--- src/hdl/lcpa_pkg.sv ---
// ----------------------------------------------------------------------------
// LED chain pattern animator package
// Shared types, codes and the control program of the frame sequencer.
// ----------------------------------------------------------------------------
package lcpa_pkg;

    localparam int LED_COUNT_DEF = 30;

    localparam logic [9:0] INTERVAL_SLOW = 10'd1000;
    localparam logic [9:0] INTERVAL_MID  = 10'd500;
    localparam logic [9:0] INTERVAL_FAST = 10'd200;

    localparam logic [7:0] SPEED_SLOW = 8'd0;
    localparam logic [7:0] SPEED_FAST = 8'd2;

    typedef enum logic [1:0] {
        REQ_TICK  = 2'd0,
        REQ_LOAD  = 2'd1,
        REQ_START = 2'd2
    } t_req;

    typedef enum logic [1:0] {
        MODE_STATIC  = 2'd0,
        MODE_REPEAT  = 2'd1,
        MODE_MARQUEE = 2'd2,
        MODE_ROLL    = 2'd3
    } t_mode;

    typedef enum logic [1:0] {
        STEP_IDLE  = 2'd0,
        STEP_FRAME = 2'd1,
        STEP_DRAIN = 2'd2
    } t_step;

    typedef enum logic [1:0] {
        COND_ALWAYS  = 2'd0,
        COND_NO_WORK = 2'd1,
        COND_MORE    = 2'd2
    } t_cond;

    typedef struct packed {
        logic  busy;
        logic  issue;
        t_cond cond;
        t_step jump;
        t_step fall;
    } t_uop;

    function automatic t_uop uop_rom(input t_step step);
        t_uop uop;
        case (step)
            STEP_IDLE:  uop = '{busy: 1'b0, issue: 1'b0, cond: COND_NO_WORK,
                                jump: STEP_IDLE, fall: STEP_FRAME};
            STEP_FRAME: uop = '{busy: 1'b1, issue: 1'b1, cond: COND_MORE,
                                jump: STEP_FRAME, fall: STEP_DRAIN};
            STEP_DRAIN: uop = '{busy: 1'b1, issue: 1'b0, cond: COND_ALWAYS,
                                jump: STEP_IDLE, fall: STEP_IDLE};
            default:    uop = '{busy: 1'b1, issue: 1'b0, cond: COND_ALWAYS,
                                jump: STEP_IDLE, fall: STEP_IDLE};
        endcase
        return uop;
    endfunction

endpackage

--- src/hdl/led_chain_pattern_animator.sv ---
// ----------------------------------------------------------------------------
// LED chain pattern animator
// Turns ticks, pattern loads and start commands into frames of colour codes.
// ----------------------------------------------------------------------------
// One input word is taken on a rising edge with start high and busy low. Its
// kind is a millisecond tick, a pattern-entry load or a start command.
// Loads, ticks that produce no frame and unknown requests leave busy low. A
// word that produces a frame raises busy from the accepting edge through the
// frame loop of the control program and its drain step; the loop issues one
// LED per cycle through the pattern memory read and the output register.
// After acceptance the LEDs follow in consecutive cycles, each on the result
// ports for exactly one cycle with o_result_strobe high; o_frame_last marks
// the final LED. The receiver cannot stall, so results are never held back.
// Reset (synchronous, active low) selects static mode, clears the timers,
// the animation length and the roll position; the pattern memories keep
// their contents, and a pattern entry must be loaded before a start command
// uses it.
// ----------------------------------------------------------------------------
module led_chain_pattern_animator #(
    parameter int LED_COUNT = lcpa_pkg::LED_COUNT_DEF
) (
    input  logic       i_clk,
    input  logic       i_rst_n,
    input  logic       start,
    output logic       busy,
    input  logic [1:0] i_req_type,
    input  logic [4:0] i_entry_index,
    input  logic [7:0] i_colour_code,
    input  logic [1:0] i_display_mode,
    input  logic [7:0] i_speed_code,
    input  logic [7:0] i_pattern_length,
    output logic       o_result_strobe,
    output logic [4:0] o_led_position,
    output logic [7:0] o_led_colour,
    output logic       o_frame_last
);
    import lcpa_pkg::*;

    localparam int IDX_W = (LED_COUNT > 1) ? $clog2(LED_COUNT) : 1;
    localparam int LEN_W = $clog2(LED_COUNT + 1);
    localparam int OFF_W = $clog2(LED_COUNT + 2);

    t_step r_step;
    t_step n_step;
    t_uop  w_uop;

    logic [7:0] r_stg_mem [LED_COUNT];
    logic [7:0] r_anim_mem [LED_COUNT];
    logic [7:0] r_stg_q;
    logic [7:0] r_anim_q;

    t_mode            r_mode;
    logic [LEN_W-1:0] r_stored_len;
    logic [OFF_W-1:0] r_roll_off;
    logic [9:0]       r_interval;
    logic [31:0]      r_elapsed;
    logic [LEN_W-1:0] r_base;

    logic [IDX_W-1:0] r_pos;
    logic [LEN_W-1:0] r_ptr;
    logic [LEN_W-1:0] r_skip;
    logic [LEN_W-1:0] r_frame_len;
    logic             r_tile;
    logic             r_blank;
    logic             r_copy;
    logic             r_src_anim;

    logic             r_s1_valid;
    logic             r_s1_zero;
    logic             r_s1_anim;
    logic             r_s1_wr;
    logic             r_s1_last;
    logic [IDX_W-1:0] r_s1_pos;
    logic [IDX_W-1:0] r_s1_addr;

    logic             w_accept;
    logic             w_frame_go;
    logic             w_stg_we;
    logic [31:0]      w_elapsed_inc;
    logic             w_animating;
    logic             w_due;
    logic [LEN_W-1:0] w_cmd_len;
    logic [LEN_W-1:0] w_ptr_inc;
    logic [LEN_W-1:0] w_base_inc;
    logic [IDX_W-1:0] w_rd_addr;
    logic             w_pos_last;
    logic             w_zero;
    logic             w_cond;

    assign w_uop    = uop_rom(r_step);
    assign busy     = w_uop.busy;
    assign w_accept = start && !w_uop.busy;

    assign w_elapsed_inc = r_elapsed + 32'd1;
    assign w_animating   = (r_mode == MODE_MARQUEE) || (r_mode == MODE_ROLL);
    assign w_due         = w_animating && (w_elapsed_inc > 32'(r_interval));
    assign w_cmd_len     = (32'(i_pattern_length) > 32'(LED_COUNT))
                           ? LEN_W'(LED_COUNT) : LEN_W'(i_pattern_length);
    assign w_stg_we      = w_accept && (i_req_type == REQ_LOAD)
                           && (32'(i_entry_index) < 32'(LED_COUNT));

    always_comb begin
        w_frame_go = 1'b0;
        case (i_req_type)
            REQ_TICK:  w_frame_go = w_due && !((r_mode == MODE_ROLL)
                                    && (r_roll_off > OFF_W'(LED_COUNT)));
            REQ_START: w_frame_go = 1'b1;
            default:   w_frame_go = 1'b0;
        endcase
    end

    assign w_ptr_inc  = r_ptr + 1'b1;
    assign w_base_inc = r_base + 1'b1;
    assign w_rd_addr  = IDX_W'(r_ptr);
    assign w_pos_last = (r_pos == IDX_W'(LED_COUNT - 1));
    assign w_zero     = r_blank || (r_skip != '0)
                        || (r_tile ? (r_frame_len == '0) : (r_ptr >= r_frame_len));

    // Control program sequencing.
    always_comb begin
        case (w_uop.cond)
            COND_ALWAYS:  w_cond = 1'b1;
            COND_NO_WORK: w_cond = !(w_accept && w_frame_go);
            COND_MORE:    w_cond = !w_pos_last;
            default:      w_cond = 1'b1;
        endcase
        n_step = w_cond ? w_uop.jump : w_uop.fall;
    end

    always_ff @(posedge i_clk) begin
        if (!i_rst_n) begin
            r_step <= STEP_IDLE;
        end else begin
            r_step <= n_step;
        end
    end

    // Request decode and animation state.
    always_ff @(posedge i_clk) begin
        if (!i_rst_n) begin
            r_mode       <= MODE_STATIC;
            r_stored_len <= '0;
            r_roll_off   <= '0;
            r_interval   <= '0;
            r_elapsed    <= '0;
            r_base       <= '0;
        end else if (w_accept) begin
            case (i_req_type)
                REQ_TICK: begin
                    r_elapsed <= w_due ? '0 : w_elapsed_inc;
                    if (w_due && (r_mode == MODE_ROLL)) begin
                        if (r_roll_off > OFF_W'(LED_COUNT)) begin
                            r_mode     <= MODE_STATIC;
                            r_roll_off <= '0;
                        end else begin
                            r_roll_off <= r_roll_off + 1'b1;
                        end
                    end else if (w_due) begin
                        r_base <= (w_base_inc >= r_stored_len) ? '0 : w_base_inc;
                    end
                end
                REQ_START: begin
                    r_mode <= t_mode'(i_display_mode);
                    if ((i_display_mode == MODE_MARQUEE) || (i_display_mode == MODE_ROLL)) begin
                        r_stored_len <= w_cmd_len;
                        r_roll_off   <= '0;
                        r_base       <= '0;
                        if (i_speed_code == SPEED_SLOW) begin
                            r_interval <= INTERVAL_SLOW;
                        end else if (i_speed_code == SPEED_FAST) begin
                            r_interval <= INTERVAL_FAST;
                        end else begin
                            r_interval <= INTERVAL_MID;
                        end
                    end
                end
                default: begin
                end
            endcase
        end
    end

    // Frame address generation.
    always_ff @(posedge i_clk) begin
        if (w_accept && w_frame_go) begin
            r_pos <= '0;
            if (i_req_type == REQ_TICK) begin
                r_frame_len <= r_stored_len;
                r_src_anim  <= 1'b1;
                r_blank     <= 1'b0;
                r_copy      <= 1'b0;
                if (r_mode == MODE_ROLL) begin
                    r_tile <= 1'b0;
                    r_ptr  <= '0;
                    r_skip <= LEN_W'(r_roll_off);
                end else begin
                    r_tile <= 1'b1;
                    r_ptr  <= r_base;
                    r_skip <= '0;
                end
            end else begin
                r_frame_len <= w_cmd_len;
                r_src_anim  <= 1'b0;
                r_ptr       <= '0;
                r_skip      <= '0;
                r_tile      <= (i_display_mode == MODE_REPEAT);
                r_blank     <= (i_display_mode == MODE_MARQUEE)
                               || (i_display_mode == MODE_ROLL);
                r_copy      <= (i_display_mode == MODE_MARQUEE)
                               || (i_display_mode == MODE_ROLL);
            end
        end else if (w_uop.issue) begin
            r_pos <= r_pos + 1'b1;
            if (r_skip != '0) begin
                r_skip <= r_skip - 1'b1;
            end else if (r_tile) begin
                r_ptr <= (w_ptr_inc >= r_frame_len) ? '0 : w_ptr_inc;
            end else begin
                r_ptr <= w_ptr_inc;
            end
        end
    end

    always_ff @(posedge i_clk) begin
        if (w_stg_we) begin
            r_stg_mem[IDX_W'(i_entry_index)] <= i_colour_code;
        end
        r_stg_q <= r_stg_mem[w_rd_addr];
    end

    always_ff @(posedge i_clk) begin
        if (r_s1_wr) begin
            r_anim_mem[r_s1_addr] <= r_stg_q;
        end
        r_anim_q <= r_anim_mem[w_rd_addr];
    end

    // Read stage and output register.
    always_ff @(posedge i_clk) begin
        if (!i_rst_n) begin
            r_s1_valid      <= 1'b0;
            r_s1_wr         <= 1'b0;
            o_result_strobe <= 1'b0;
        end else begin
            r_s1_valid      <= w_uop.issue;
            r_s1_wr         <= w_uop.issue && r_copy && (r_ptr < r_frame_len);
            o_result_strobe <= r_s1_valid;
        end
        r_s1_zero      <= w_zero;
        r_s1_anim      <= r_src_anim;
        r_s1_last      <= w_pos_last;
        r_s1_pos       <= r_pos;
        r_s1_addr      <= w_rd_addr;
        o_led_position <= 5'(r_s1_pos);
        o_frame_last   <= r_s1_last;
        o_led_colour   <= r_s1_zero ? 8'd0 : (r_s1_anim ? r_anim_q : r_stg_q);
    end

endmodule

--- config.mk ---
export PLATFORM = sky130hd
export DESIGN_NAME = led_chain_pattern_animator
export DESIGN_NICKNAME = d
export VERILOG_FILES = /design/src/hdl/lcpa_pkg.sv /design/src/hdl/led_chain_pattern_animator.sv
export SDC_FILE = /design/constraint.sdc
export NUM_CORES = 1
export LEC_CHECK = 0
export BUFFER_PORTS_ARGS = -buffer_cell sky130_fd_sc_hd__buf_2
export CORE_ASPECT_RATIO = 1.1
export CORE_MARGIN = 1.5
export CORE_UTILIZATION = 55
export CTS_CLUSTER_DIAMETER = 40
export CTS_CLUSTER_SIZE = 16
export DETAILED_ROUTE_END_ITERATION = 10
export GPL_TIMING_DRIVEN = 0
export HOLD_SLACK_MARGIN = 0.1
export PLACE_DENSITY = 0.71
export SYNTH_ARGS = -nofsm -noshare
export SYNTH_HDL_FRONTEND = slang
export SYNTH_SLANG_ARGS = --single-unit
--- constraint.sdc ---
create_clock -name i_clk -period 5.7 [get_ports i_clk]
set_input_delay 0 -clock i_clk [delete_from_list [all_inputs] [get_ports i_clk]]
set_output_delay 0 -clock i_clk [all_outputs]
set_load 0.01 [all_outputs]
* After elaboration in Yosys (flattened, before gate mapping)
Memory sizes are Yosys's and may differ from the RTL's. A register that Yosys moved wholly into a read port is not among the register bits.
Cells that the tools add are included.
** Operators by class
- Add/sub/neg operators :: 6
- $mul :: 0
- Div/mod/pow operators :: 0
- Order comparisons :: 8
- Equal/unequal tests :: 18
- Shift-type cells :: 0
- Multiplexer cells :: 41
- Bitwise logic cells :: 0
- Reduce and logical (&&, ||, !) cells :: 33
** Operators by type and width (count)
- 5-bit two-way mux :: 20
- 32-bit by 1-bit adder with 32-bit output (second input constant) :: 1
- 32-bit by 10-bit greater-than comparator with 1-bit output :: 1
- 32-bit two-way mux :: 1
- 5-bit by 1-bit adder with 5-bit output (second input constant) :: 4
- 5-bit case mux with 2 select lines :: 2
- 8-bit case mux with 2 select lines :: 1
- 5-bit greater-or-equal comparator :: 3
- 2-bit equality test (second input constant) :: 6
- 2-bit != test (second input constant) :: 6
- 1-bit logical AND :: 10
- 10-bit two-way mux :: 1
- 9-bit two-way mux :: 1
- 2-bit by 1-bit equality test with 1-bit output (second input constant) :: 4
- 8-bit by 2-bit equality test with 1-bit output (second input constant) :: 1
- 8-bit by 5-bit greater-than comparator with 1-bit output (second input constant) :: 1
- 8-bit logical NOT :: 1
- 1-bit two-way mux :: 8
- 8-bit two-way mux :: 1
- 4-bit AND reduction :: 2
- 2-bit two-way mux :: 3
- 2-bit AND reduction :: 3
- 2-bit nonzero test :: 3
- 5-bit equality test (second input constant) :: 1
- 13 further kinds :: 21
** Storage, ports and cells
- Register bits after elaboration :: 114
- Bits in latches :: 0
- RAM bits :: 480
- Bits in read-only memories :: 0
- Bits of input ports :: 36
- Memories kept :: 2
** Memories
- r_anim_mem :: depth 30, bits a word 8, rd ports 1, clocked after Yosys merged registers in 1, wr ports 1, line led_chain_pattern_animator.sv:48 : logic [7:0] r_anim_mem [LED_COUNT];
- r_stg_mem :: depth 30, bits a word 8, rd ports 1, clocked after Yosys merged registers in 1, wr ports 1, line led_chain_pattern_animator.sv:47 : logic [7:0] r_stg_mem [LED_COUNT];

* Logic depth before layout (Yosys ltp)
Gate-level depths: netlist of the first run.
- Word-level depth :: 9
- Gate-level depth with buffers :: 15
- Depth with buffers taken out :: 14

* Worst setup path before layout of the first run
OpenSTA, ideal clock, no wires.
- Kind :: register to register
- Start point :: register r_ptr[0]
- End point :: register r_ptr[0], data pin
- Library setup time :: 0.146 ns
- Arrival time :: 3.045 ns
- Data required time :: 5.554 ns
- Slack :: 2.509 ns
- Stages on the path, launching flop included :: 15
- Buffers on the path :: 4
- Clock period less this slack :: 3.191 ns
- Cells stage by stage :: edfxtp_1 clkbuf_1 buf_1 buf_1 clkbuf_1 inv_1 ha_1 a21boi_0 o21ai_0 nand2b_1 a21oi_1 nor2b_1 o21ai_0 nand2_1 o2bb2ai_1
** Between the ends
- Word-level cells in the longest chain between the ends :: 7
** Ends and longest elaborated chain
- start: declaration :: line led_chain_pattern_animator.sv:60 : logic [LEN_W-1:0] r_ptr;
- start signal: assignment :: line led_chain_pattern_animator.sv:198 : r_ptr <= r_base;
- start signal: assignment :: line led_chain_pattern_animator.sv:217 : r_ptr <= (w_ptr_inc >= r_frame_len) ? '0 : w_ptr_inc;
- start signal: assignment :: line led_chain_pattern_animator.sv:219 : r_ptr <= w_ptr_inc;
- 5-bit by 1-bit adder with 5-bit output (*) :: line led_chain_pattern_animator.sv:112 : assign w_ptr_inc = r_ptr + 1'b1;
- 5-bit greater-or-equal comparator :: line led_chain_pattern_animator.sv:217
- 5-bit two-way mux :: line led_chain_pattern_animator.sv:217
- 5-bit two-way mux (*) :: line led_chain_pattern_animator.sv:216 : end else if (r_tile) begin
- 5-bit two-way mux (*) :: line led_chain_pattern_animator.sv:214 : if (r_skip != '0) begin
- 5-bit two-way mux (*) :: line led_chain_pattern_animator.sv:212 : end else if (w_uop.issue) begin
- 5-bit two-way mux (*) :: line led_chain_pattern_animator.sv:185 : if (w_accept && w_frame_go) begin
Every way passes the cells marked *; elsewhere a longest branch is shown, timed or not. The select of a mux whose other input is x is not followed.
A chain may end at the register's enable or synchronous reset.

* Worst setup path after layout of the first run
- Start point :: register r_ptr[0]
- End point :: register r_ptr[4], data pin
Same word-level chain as after synthesis.

==> results.txt, run 1 <==
STA classifies the critical path startpoint as a flop. The cell leakage power came out at 0.00953 uW. The height of the die is 226 um. Including well taps, the total number of placed cells is 2126. For this block, the initial DRC count from the detailed router was 1367. In the routed design, unresolved DRC markers number 0. The internal power consumption is 7760 uW. The total of buffers placed on input and output ports came out at 49. Global routing finished with a remaining overflow of 0. The count of mapped cells out of synthesis is 1496. The timing endpoint of the critical path is r_ptr[4]. In the synthesized netlist the async set-or-reset flop fraction comes to 0%. After clock tree synthesis, the setup repair step added 0 buffers.

Synthesis produced a netlist with a net count of 1564. Dividing the detail-routed wire length by the instance count gives 25.0 um. The tool flagged a number of max-cap violations equal to 0. Dividing the final minimum period by the clock period gives 82.2%. Excluding fillers, the count of instances in the completed layout stands at 2286. The portion of total power attributed to the clock network is 46.0%. By area, the combinational part of the netlist is dominated by multiplexers. The synthesized-area fraction occupied by xor and xnor cells is 1.02%. The kind of path behind the tightest hold check is input pin to flop. The sequential cell area came out at 17100 um2. The vias after detailed routing is 14200.

The number of filler cells placed in the layout is 3105. After clock tree synthesis, the clock-pin slew on the worst setup and hold paths is 0.06 ns. The number of endpoints with negative hold slack in the final report came out at 0. The sum of negative setup slack came out at 0 ns.

In this run the power spent charging and discharging nets is 2160 uW. The number of antenna violations at the first check in global routing was 1. Dividing total power by cell area gives a power density of 346 nW/um2. The count of pins over their slew limit is 0.

The total power after layout came out at 9920 uW. The beginning of the worst hold path is i_entry_index[1]. The placed instances occupy a cell area of 25900 um2. Of the total synthesized cell area, the portion taken by full adders, half adders and majority gates is 1.60%. The number of enable-type register cells in the synthesized netlist is 498. The tree is rooted in a sky130_fd_sc_hd__clkbuf_16. The signal arrival time at the worst endpoint is 5.12 ns. The clock tree from TritonCTS is done. The register bit total from synthesis came out at 605. The upper clock frequency limit is 213 MHz. The measured slew at the worst slew-check pin came out at 1.28 ns.

The final wirelength is 57200 um. The capturing element type of the critical path is a flop. Among all flip-flop cells after synthesis, the most frequent one is sky130_fd_sc_hd__edfxtp_1. From synthesis to final layout, the design area changed by 14.9%. The post-synth design cell area came out at 25000 um2. Setup repair after global routing left no endpoint under its margin. The die outline area came out at 46700 um2. The area fraction in compound gates after synthesis is 3.90%. The remaining max-slew budget at the tightest pin came out at 14.8%. The worst setup path is of the flop to flop kind.

The placeable core area came out at 44600 um2. Before antenna repair, the detailed router went through 6 iterations. The flop-to-flop setup slack came out at 1.02 ns. The worst register-to-register path begins at r_ptr[0].

In the synthesized netlist, mux cells make up 15.1% of the area. The post-synthesis cell type count is 79. The flow ran to the end, and the final reports show no timing, DRC or antenna violations. The setup violation total in the final timing report came out at 0.

The peak supply drop came out at 0.270 mV. Sequential cells account for 49.9% of the total power. After layout, the minimum clock period comes to 4.68 ns.

For this configuration, the core starts out at a cell density of 56.0%. Of the total synthesized cell area, the portion taken by AND, OR, NAND and NOR gates is 8.09%. The library cells used most frequently in the layout, excluding fill and tap cells, are 498 x sky130_fd_sc_hd__edfxtp_1, 144 x sky130_fd_sc_hd__mux4_2, 139 x sky130_fd_sc_hd__nor2_1, 107 x sky130_fd_sc_hd__dfxtp_1, 74 x sky130_fd_sc_hd__clkbuf_16. The clock net in this run drives a total of 605 sinks. The ratio of routed vias to standard cells is 6.23. At the later pin of the worst-skew pair, clock insertion delay measures 0.61 ns. The routability congestion estimate is 0.857. Each instance of the synthesized netlist takes up on average 16.7 um2. The area of the multi-input gates came out at 7430 um2. Combinational logic burns 4.1% of the power.

The number of primary I/O pins is 52. The most frequent standard cell in the layout excluding fill and tap cells is sky130_fd_sc_hd__edfxtp_1. Global routing consumed, over all layers together, 25.6% of the routing resources.

The HPWL after detailed placement came out at 37600 um. The post-detailed-route count of antenna-violating nets came out at 0. The cell depth of the worst flop-to-flop path came out at 14. The largest clock skew in the final design is 0.0383 ns. In this run the horizontal extent of the chip is 206 um. The critical path data required time is 6.13 ns.

The global-route wire length before repair is 87000 um. Summing the sequential cell areas from Yosys gives 68.5% of the chip area. The most critical setup path has its startpoint at r_ptr[0]. The maximum level of the CTS H-tree is 3. TritonCTS created 69 clock buffers. The post-route cell area came out at 28700 um2.

Entering global routing, the biggest net connects 32 pins. In this run the critical register-to-register path is captured at r_ptr[4]. In the final design database the tool counted 1716 nets. The number of warnings reported in the yosys synthesis log came out at 0.

The fraction of layout instances using a drive strength above 1 came out at 23.2%. The number of global-route vias before repair came out at 14100. The switching portion of total power is 21.8%. The clock passes through at most 3 buffers.

The peak fanout along the critical path came out at 10. In this run the core area contains 81 standard-cell rows.
## synth_stat cells (13+ instances only)
master	instances	area (um2)
sky130_fd_sc_hd__a21oi_1	48	240
sky130_fd_sc_hd__and3_1	13	81.3
sky130_fd_sc_hd__buf_1	20	75.1
sky130_fd_sc_hd__buf_2	15	75.1
sky130_fd_sc_hd__clkbuf_1	43	161
sky130_fd_sc_hd__dfxtp_1	107	2140
sky130_fd_sc_hd__edfxtp_1	498	15000
sky130_fd_sc_hd__ha_1	32	400
sky130_fd_sc_hd__inv_1	30	113
sky130_fd_sc_hd__mux2_2	32	360
sky130_fd_sc_hd__mux2i_1	17	170
sky130_fd_sc_hd__mux4_2	144	3240
sky130_fd_sc_hd__nand2_1	55	206
sky130_fd_sc_hd__nand3_1	51	255
sky130_fd_sc_hd__nand4_1	15	93.8
sky130_fd_sc_hd__nor2_1	139	522
sky130_fd_sc_hd__nor3_1	18	90.1
sky130_fd_sc_hd__xnor2_1	20	175
## how the worst min path moves through the flow
stage,to,slack (ns),cells after the start
final,r_stg_mem[26][5],0.13,3
after floorplan,r_stg_mem[0][0],0.1,0
after global placement,r_interval[8],0.26,2
after global routing,r_frame_len[2],0.14,4
after detailed placement,r_interval[8],0.27,2
after CTS,r_frame_len[2],0.10,4
## power groups by stage
stage | Sequential, uW | Clock, uW | Combinational (uW)
2_1_floorplan | 5010 | 0 | 239
4_1_cts | 4950 | 4620 | 411
3_5_place_dp | 5050 | 0 | 393
5_1_grt | 4960 | 4810 | 444
3_3_place_gp | 5040 | 0 | 381
6_report | 4950 | 4560 | 410
## critical path, stage by stage (launching register included)
cell                        delay (ns)
sky130_fd_sc_hd__edfxtp_1         0.49
sky130_fd_sc_hd__clkbuf_1         0.21
sky130_fd_sc_hd__buf_1            0.48
sky130_fd_sc_hd__buf_1            0.84
sky130_fd_sc_hd__clkbuf_1         0.69
sky130_fd_sc_hd__inv_1            0.18
sky130_fd_sc_hd__ha_1             0.35
sky130_fd_sc_hd__a21boi_0         0.10
sky130_fd_sc_hd__o21ai_0          0.18
sky130_fd_sc_hd__nand2b_1         0.08
sky130_fd_sc_hd__a21oi_1          0.17
sky130_fd_sc_hd__nor2b_1          0.06
sky130_fd_sc_hd__o21ai_0          0.39
sky130_fd_sc_hd__nand2_1          0.13
sky130_fd_sc_hd__o2bb2ai_1        0.15
## per-layer routing
metal / up-vias / part of all wire [%] / global-route usage, %
li1: 6249 / - / -
met1: 7223 / 41 / 35.7
met2: 679 / 49 / 41.2
met3: 91 / 7.7 / 4.37
met4: 0 / 2.3 / 8.27
met5: - / 0 / 0
## cell families (layout without fill, tap and decap cells)
group	Yosys count	after routing
fa+ha+maj	32	32
mux	193	193
xor+xnor	29	29
compound gates	141	141
buf+inv	112	320
simple gates	384	384
other cells	0	1
flops	605	605
## timing repair
item / 4_1_cts / 5_1_grt
hold endpoints to repair: 349 / 0
hold buffers: 32 / 0
gates resized for setup: 0 / 0
## registers in the layout, summed over array words and instances (netlist names), 8 cells and up
| name | cells |
|---|---|
| r_anim_mem | 240 |
| o_led_colour | 8 |
| r_stg_mem | 240 |
| r_anim_q | 8 |
| r_stg_q | 8 |
| r_elapsed | 32 |
## final cells by class
cell class	instances	area share, %
buffer	81	1.17
multi-input combinational	779	25.9
antenna	1	0.00872
tap	581	2.53
clock inverter	38	1.44
timing repair buffer	81	1.97
sequential	605	59.6
clock buffer	89	7.00
inverter	31	0.406
## through the flow
stage / setup slack, ns / hold WS, ns / util, %
after floorplan: 2.51 / 0.0989 / -
after global placement: 1.10 / 0.258 / 58.2
after detailed placement: 1.08 / 0.268 / 58.2
after CTS: 0.982 / 0.104 / 64.3
after global routing: 0.586 / 0.140 / 64.3
final: 1.02 / 0.130 / 64.3
(Power assumes the default switching activity.)
==> run 2, diff against run 1 <==
PLACE_DENSITY = 0.74   (was 0.71)
clock period = 4.1 ns   (was 5.7 ns; I/O delays follow)
==> run 2 against run 1 <==
Clock skew decreased by 0.0038 ns. Non-clock buffer count unchanged. Setup slack got worse by 0.78 ns. Hold slack got worse by 0.0084 ns. Combinational power increased by 41%. Critical path depth decreased by 3. Final cell count increased by 0.26%. Highest routed layer unchanged.
==> results.txt, run 2 (synthesis gave the netlist of run 1 again) <==
The run finished with clean final reports. The fraction of layout instances using a drive strength above 1 was 23.5% (+0.26 points). The number of cells after detailed placement is 2126 (unchanged).

The number of antenna violations at the first check in global routing came out at 0 (-1). The source-to-sink clock delay at the later pin of the worst-skew pair came to 0.60 ns (about the same). In this run the worst hold path is classified as input pin to flop. The number of nets in the final layout came out at 1720 (+0.23%). The peak supply drop came out at 0.347 mV (+29%). The cell leakage power came out at 0.00956 uW (+0.27%). The most frequent standard cell in the layout excluding fill and tap cells is sky130_fd_sc_hd__edfxtp_1. The die outline area came to 46700 um2 (unchanged). The post-detailed-route count of antenna-violating nets came out at 0 (unchanged). The global-route wire length before repair is 87300 um (+0.34%). The stage delay of the slowest cell on the critical path came to 0.75 ns (-0.09 ns). The final wirelength came out at 58100 um (+1.6%).

The hold slack came out at 0.121 ns (-0.00841 ns). Tracing the worst setup path back leads to its startpoint at r_ptr[1]. The number of remaining DRC errors is 0 (unchanged). The final standard cell utilization of the core came to 64.4% (about the same). The number of primary I/O pins came to 52 (unchanged).

The upper clock frequency limit came out at 259 MHz (+21%). The cell family with the largest share of critical-path delay is buffers and inverters. The routability congestion estimate was 0.892 (+4.1%). The TritonCTS sink count is 605 (unchanged). The signal arrival time at the worst endpoint is 4.30 ns (-0.82 ns). The maximum level of the CTS H-tree is 3 (unchanged). The placeable core area is 44600 um2 (unchanged). The height of the die came out at 226 um (unchanged). The post-route cell area came out at 28700 um2 (about the same). The total of buffers placed on input and output ports came out at 49 (unchanged).

The largest clock skew in the final design came out at 0.0345 ns (-0.00375 ns). The worst setup path is launched from a flop. The count of non-filler cells in the finished layout came out at 2292 (+0.26%). The detailed-route wire length per cell is 25.4 um (+1.3%). The clock period minus worst slack came to 3.87 ns (-0.817 ns).

The critical path is of the flop to flop type. The sum of overflow across all layers after global routing is 0 (unchanged). The setup violation total in the final timing report came out at 0 (unchanged). On the critical path, the stage with the largest delay is an instance of sky130_fd_sc_hd__clkbuf_1.

The measured slew at the worst slew-check pin came out at 1.38 ns (+0.107 ns). The overall die width is 206 um (unchanged). The power per unit of standard cell area came out at 483 nW/um2 (+40%). The number of global-route vias before repair was 14400 (+1.5%). The clock tree from TritonCTS is done.

The final cycle utilization of the critical path came out at 94.3% (+12 points). The clock-pin slew on the worst setup and hold paths came out at 0.07 ns (about the same). The buffer and inverter count on the worst path came to 3 (-2). The largest net degree at the start of global routing is 32 (unchanged).

The count of TritonRoute iterations in the first routing pass is 6 (unchanged). The top cell types in the final layout, fill and taps aside, are 498 x sky130_fd_sc_hd__edfxtp_1, 144 x sky130_fd_sc_hd__mux4_2, 138 x sky130_fd_sc_hd__nor2_1, 107 x sky130_fd_sc_hd__dfxtp_1, 75 x sky130_fd_sc_hd__clkbuf_16. The count of pins over their slew limit came out at 0 (unchanged). The post-CTS setup repair buffer count came to 0 (unchanged). The critical path data required time is 4.53 ns (-1.60 ns). The remaining max-slew budget at the tightest pin is 7.67% (-7.1 points). The global-route total usage across every layer is 25.8% (+0.21 points).

The number of endpoints with negative hold slack in the final report came out at 0 (unchanged). The cell seen most often among critical-path stages is sky130_fd_sc_hd__clkbuf_1. The buffer depth of the longest clock path came to 3 (unchanged).

The clock root buffer is sky130_fd_sc_hd__clkbuf_16. The area added between synthesis and finish is 15.0% (about the same). In the final layout, the registers with the most flip-flops are r_anim_mem (240), r_stg_mem (240), r_elapsed (32). The peak fanout along the critical path was 10 (unchanged).

The post-place instance area came out at 25900 um2 (unchanged). The first-iteration detailed-routing DRC count was 1473 (+7.8%). The worst register-to-register path begins at r_ptr[1].

The number of diodes came out at 0 (-1). The vias after detailed routing came to 14500 (+1.7%). The max-capacitance violation count came to 0 (unchanged). In this run the most critical hold path is launched from i_entry_index[1].

The capturing element type of the critical path is a flop. The HPWL after detailed placement came out at 36700 um (-2.3%). The number of placement rows came to 81 (unchanged). The critical path goes through clkbuf_1, clkbuf_1, clkbuf_1, nand3_1, xnor2_1, ha_1, a21oi_1, nor2b_1, o21ai_0, nand2_1, o2bb2ai_1. The starting utilization of the core area is 56.0% (unchanged). The TritonCTS buffer count is 73 (+5.8%). The ratio of routed vias to standard cells is 6.32 (+1.4%).
==> run 2: cell types whose count changed in the layout (fill, tap and decap cells not counted), sizes merged <==
cell      before  now
clkinv        18   25
inv           42   48
clkinvlp       5    2
buf           86   84
clkbuf       133  131
bufinv         4    5
diode          1    0
==> run 2: layout make-up <==
type / count / area (um2)
flip-flops and latches: 605 / 17100
fillers: 3064 / 15900
multi-input cells: 779 / 7440
clock buffers: 85 / 1920
well taps: 581 / 727
repair buffers: 82 / 571
clock inverters: 49 / 490
plain buffers: 80 / 340
inverters: 31 / 116
==> run 2: worst paths after layout <==
path / endpoint / slack (ns) / cells past startpoint
setup reg to reg: r_ptr[4] / 0.23 / 11
hold reg to reg: o_led_position[4] / 0.33 / 0
hold / removal: r_stg_mem[24][2] / 0.12 / 2
setup / recovery: r_ptr[4] / 0.23 / 11
==> run 2: metal layers <==
metal	part of all wire [%]	vias to the layer above	track usage, %
met5	0	-	0
li1	-	6280	-
met1	39	7342	34.5
met3	8.9	129	5.22
met2	48	733	41.7
met4	3.5	0	10.2
==> run 2: report_power, final <==
group          switching, uW  internal, uW
clock network           2620          3760
logic                    338           240
registers                126          6760
==> run 2: per-stage QoR <==
stage	total power, uW	setup slack [ns]	setup TNS, ns
after floorplan	7290	0.909	0
after global placement	7530	-0.445	-2.23
after detailed placement	7550	-0.520	-2.66
after CTS	13900	0.0348	0
after global routing	14200	-0.0000902	-0.0000902
final	13900	0.232	0
==> run 2: repair_timing <==
action                                  4_1_cts  5_1_grt
endpoints found under the setup margin        6       34
cloned                                        0        0
gates resized for setup                       3       13
hold buffers                                 32        0
endpoints found under the hold margin       343        0
pin swaps                                     0        0
==> run 3, diff against run 2 <==
CORE_ASPECT_RATIO = 0.8   (was 1.1)
==> run 3 against run 2 <==
Global-route usage barely moved. Flip-flop and latch count is the same. Clock skew down 0.012 ns. Final area shrank 0.85%. Final cell count increased by 0.26%. Critical path type unchanged. Sequential power about the same. Highest routed layer unchanged. Via count fell by 0.77%. Die area about the same.
==> results.txt, run 3 (synthesis gave the netlist of run 1 again) <==
The final setup slack of the worst path is 0.280 ns (+0.0479 ns). The portion of total power attributed to sequential cells is 52.1% (+2.4 points). The signal arrival time at the worst endpoint is 4.36 ns (+0.06 ns). The remaining max-slew budget at the tightest pin is 9.16% (+1.5 points). The number of primary I/O pins came out at 52 (unchanged). The startpoint identified for the worst hold timing path is i_rst_n. Compared with the post-synthesis result, the final layout area differs by 14.0%. The fraction of layout instances using a drive strength above 1 came out at 23.1% (-0.35 points). The overall die width came out at 241 um (+17%).

The ratio of routed vias to standard cells is 6.25 (-1.0%). The switching power total is 3010 uW (-2.6%). The post-detailed-route count of antenna-violating nets is 0 (unchanged). The global-route total usage across every layer came out at 25.7% (-0.039 points).

Walking the worst path, the cells encountered are nand3_1, nor2_2, nand3_1, xnor2_1, ha_1, a21oi_1, o2111ai_1, a21oi_1, o2111ai_2, o31ai_4, buf_6, nor2_2, nor4_2. The flow ran to the end, and the final reports show no timing, DRC or antenna violations. The number of global-route vias before repair came out at 14100 (-1.6%).

The switching portion of total power is 22.7% (+0.45 points). The hold path depth is 3 (+1). The largest clock skew in the final design came out at 0.0221 ns (-0.0124 ns). The number of nets in the final layout came out at 1710 (-0.58%). The buffer and inverter count on the worst path came out at 1 (-2). The number of cells after detailed placement is 2148 (+1.0%). The routability congestion estimate is 0.899 (+0.77%). The number of remaining DRC errors is 0 (unchanged). The number of placement rows came out at 69 (-15%).

The buffer depth of the longest clock path came out at 3 (unchanged). The largest registers in the layout are r_anim_mem (240), r_stg_mem (240), r_elapsed (32). The post-route cell area was 28500 um2 (-0.85%). The measured slew at the worst slew-check pin is 1.36 ns (-0.0222 ns). The height of the die came out at 194 um (-15%). The met2 wirelength from detailed routing is 27200 um (-3.4%). The global-route wire length before repair came out at 88200 um (+1.0%). The critical path data required time came out at 4.64 ns (+0.11 ns). The final cycle utilization of the critical path was 93.2% (-1.2 points). TritonCTS built the clock tree. The flop-to-flop setup slack came out at 0.28 ns (+0.05 ns). The number of endpoints with negative hold slack in the final report is 0 (unchanged). The hold slack came out at 0.291 ns (+0.170 ns). Setup repair after global routing left no endpoint under its margin.

The power per unit of standard cell area came out at 464 nW/um2 (-3.8%). The amount of wire on met3 after detailed routing came out at 5500 um (+6.7%). The maximum level of the CTS H-tree is 2 (-1). The TritonCTS sink count is 605 (unchanged).

The clock-pin slew on the worst setup and hold paths is 0.07 ns (about the same). The TritonCTS buffer count is 61 (-16%). The HPWL after detailed placement came out at 37900 um (+3.2%). The cell leakage power is 0.00942 uW (-1.4%). The stage delay of the slowest cell on the critical path came to 0.46 ns (-0.29 ns).

The worst setup path is captured at a flop. The sum of overflow across all layers after global routing came to 0 (unchanged). The setup violation total in the final timing report was 0 (unchanged).

The detailed-route wire length per cell is 25.4 um (about the same). The worst setup path is launched from a flop. The count of non-filler cells in the finished layout is 2298 (+0.26%).

The path with the worst hold slack has its endpoint at r_base[4]. The worst slack after detailed placement came to -0.562 ns (-0.0415 ns). The die outline area is 46700 um2 (about the same). The total of buffers placed on input and output ports came to 49 (unchanged).

The clock period minus worst slack came out at 3.82 ns (-0.0479 ns). The first-iteration detailed-routing DRC count is 1589 (+7.9%). The max-capacitance violation count was 0 (unchanged). The peak fanout along the critical path came to 10 (unchanged). The library cell used most frequently in the layout, excluding fill and tap cells, is sky130_fd_sc_hd__edfxtp_1.

In the layout the commonest cells are 498 x sky130_fd_sc_hd__edfxtp_1, 144 x sky130_fd_sc_hd__mux4_2, 137 x sky130_fd_sc_hd__nor2_1, 106 x sky130_fd_sc_hd__dfxtp_1, 65 x sky130_fd_sc_hd__clkbuf_16. The category of the most critical setup path is flop to flop. The final wirelength is 58300 um (+0.36%). The count of pins over their slew limit came out at 0 (unchanged).

The min-delay analysis places its worst path in the category input pin to flop. The kind of cell with the highest combined delay along the critical path is compound AO/OA/AOI/OAI gates. The peak supply drop came to 0.319 mV (-8.1%).

The routed metal-1 wirelength came to 24400 um (+7.3%). The largest net degree at the start of global routing came to 32 (unchanged). The placeable core area came out at 44600 um2 (about the same). In this run the critical register-to-register path is captured at r_elapsed[7].

The startpoint of the most critical register-to-register path is r_elapsed[0]. The startpoint of the most critical setup path is r_elapsed[0]. The cell sitting at the root of the clock tree is a sky130_fd_sc_hd__clkbuf_16. The critical-path cell with the highest stage delay is sky130_fd_sc_hd__dfxtp_1. The cell depth of the worst flop-to-flop path is 13 (+2). The post-place instance area is 26000 um2 (about the same). The upper clock frequency limit is 262 MHz (+1.3%). The portion of total power attributed to the clock network came out at 43.4% (-2.7 points). The starting utilization of the core area came out at 55.9% (about the same). The number of antenna violations at the first check in global routing came out at 1 (+1). The post-CTS setup repair buffer count came out at 0 (unchanged). In this run the top signal layer used is met4.

The vias after detailed routing was 14400 (-0.77%). The count of TritonRoute iterations in the first routing pass came out at 5 (-1). The source-to-sink clock delay at the later pin of the worst-skew pair is 0.63 ns (+0.03 ns). The relative contribution of combinational cells to total power came out at 4.4% (+0.2 points). The internal power consumption came out at 10200 uW (-5.1%).
==> run 3: stage by stage <==
stage               setup TNS, ns  util (%)  total power (uW)
global placement            -2.96      58.2              7550
global route                    0      63.8             13600
CTS                             0      63.7             13300
finish                          0      63.8             13200
detailed placement          -3.16      58.2              7580
floorplan                       0         -              7290
==> run 3: metal layers <==
layer | vias to the layer above | track usage (%)
met5 | - | 0
met4 | 0 | 6.04
met3 | 88 | 5.55
met2 | 719 | 39.7
met1 | 7319 | 37.9
li1 | 6247 | -
==> run 3: what timing repair did <==
action | CTS | global route
endpoints found under the hold margin | 445 | 0
hold buffers | 35 | 0
resized for setup | 5 | 16
endpoints found under the setup margin | 14 | 38
==> run 3: worst reg2reg max path, cell delays in order (launching register included) <==
cell	delay, ns
sky130_fd_sc_hd__dfxtp_1	0.46
sky130_fd_sc_hd__nand3_1	0.29
sky130_fd_sc_hd__nor2_2	0.28
sky130_fd_sc_hd__nand3_1	0.13
sky130_fd_sc_hd__xnor2_1	0.24
sky130_fd_sc_hd__ha_1	0.30
sky130_fd_sc_hd__a21oi_1	0.24
sky130_fd_sc_hd__o2111ai_1	0.18
sky130_fd_sc_hd__a21oi_1	0.30
sky130_fd_sc_hd__o2111ai_2	0.28
sky130_fd_sc_hd__o31ai_4	0.45
sky130_fd_sc_hd__buf_6	0.21
sky130_fd_sc_hd__nor2_2	0.11
sky130_fd_sc_hd__nor4_2	0.27
==> run 3: layout make-up <==
type	instances	area (um2)
Sequential cell	605	17100
Fill cell	3125	16200
Multi-Input combinational cell	779	7450
Clock buffer	76	1690
Tap cell	603	754
Timing Repair Buffer	84	596
Clock inverter	39	417
Buffer	80	343
Inverter	31	116
Antenna cell	1	2.50
==> run 3: power groups by stage <==
| stage | clock network (uW) | logic, uW | registers (uW) |
|---|---|---|---|
| floorplan | 0 | 332 | 6960 |
| global placement | 0 | 533 | 7020 |
| detailed placement | 0 | 550 | 7030 |
| CTS | 5790 | 580 | 6890 |
| global route | 6050 | 623 | 6900 |
| finish | 5740 | 584 | 6890 |
==> run 3: worst max path at each step <==
stage,endpoint,slack (ns),depth (start not counted)
after detailed placement,r_ptr[2],-0.56,14
after global routing,r_ptr[2],0.02,14
after CTS,r_ptr[4],0.003,11
after global placement,r_ptr[0],-0.50,14
final,r_elapsed[7],0.28,13
after floorplan,r_ptr[0],0.91,14
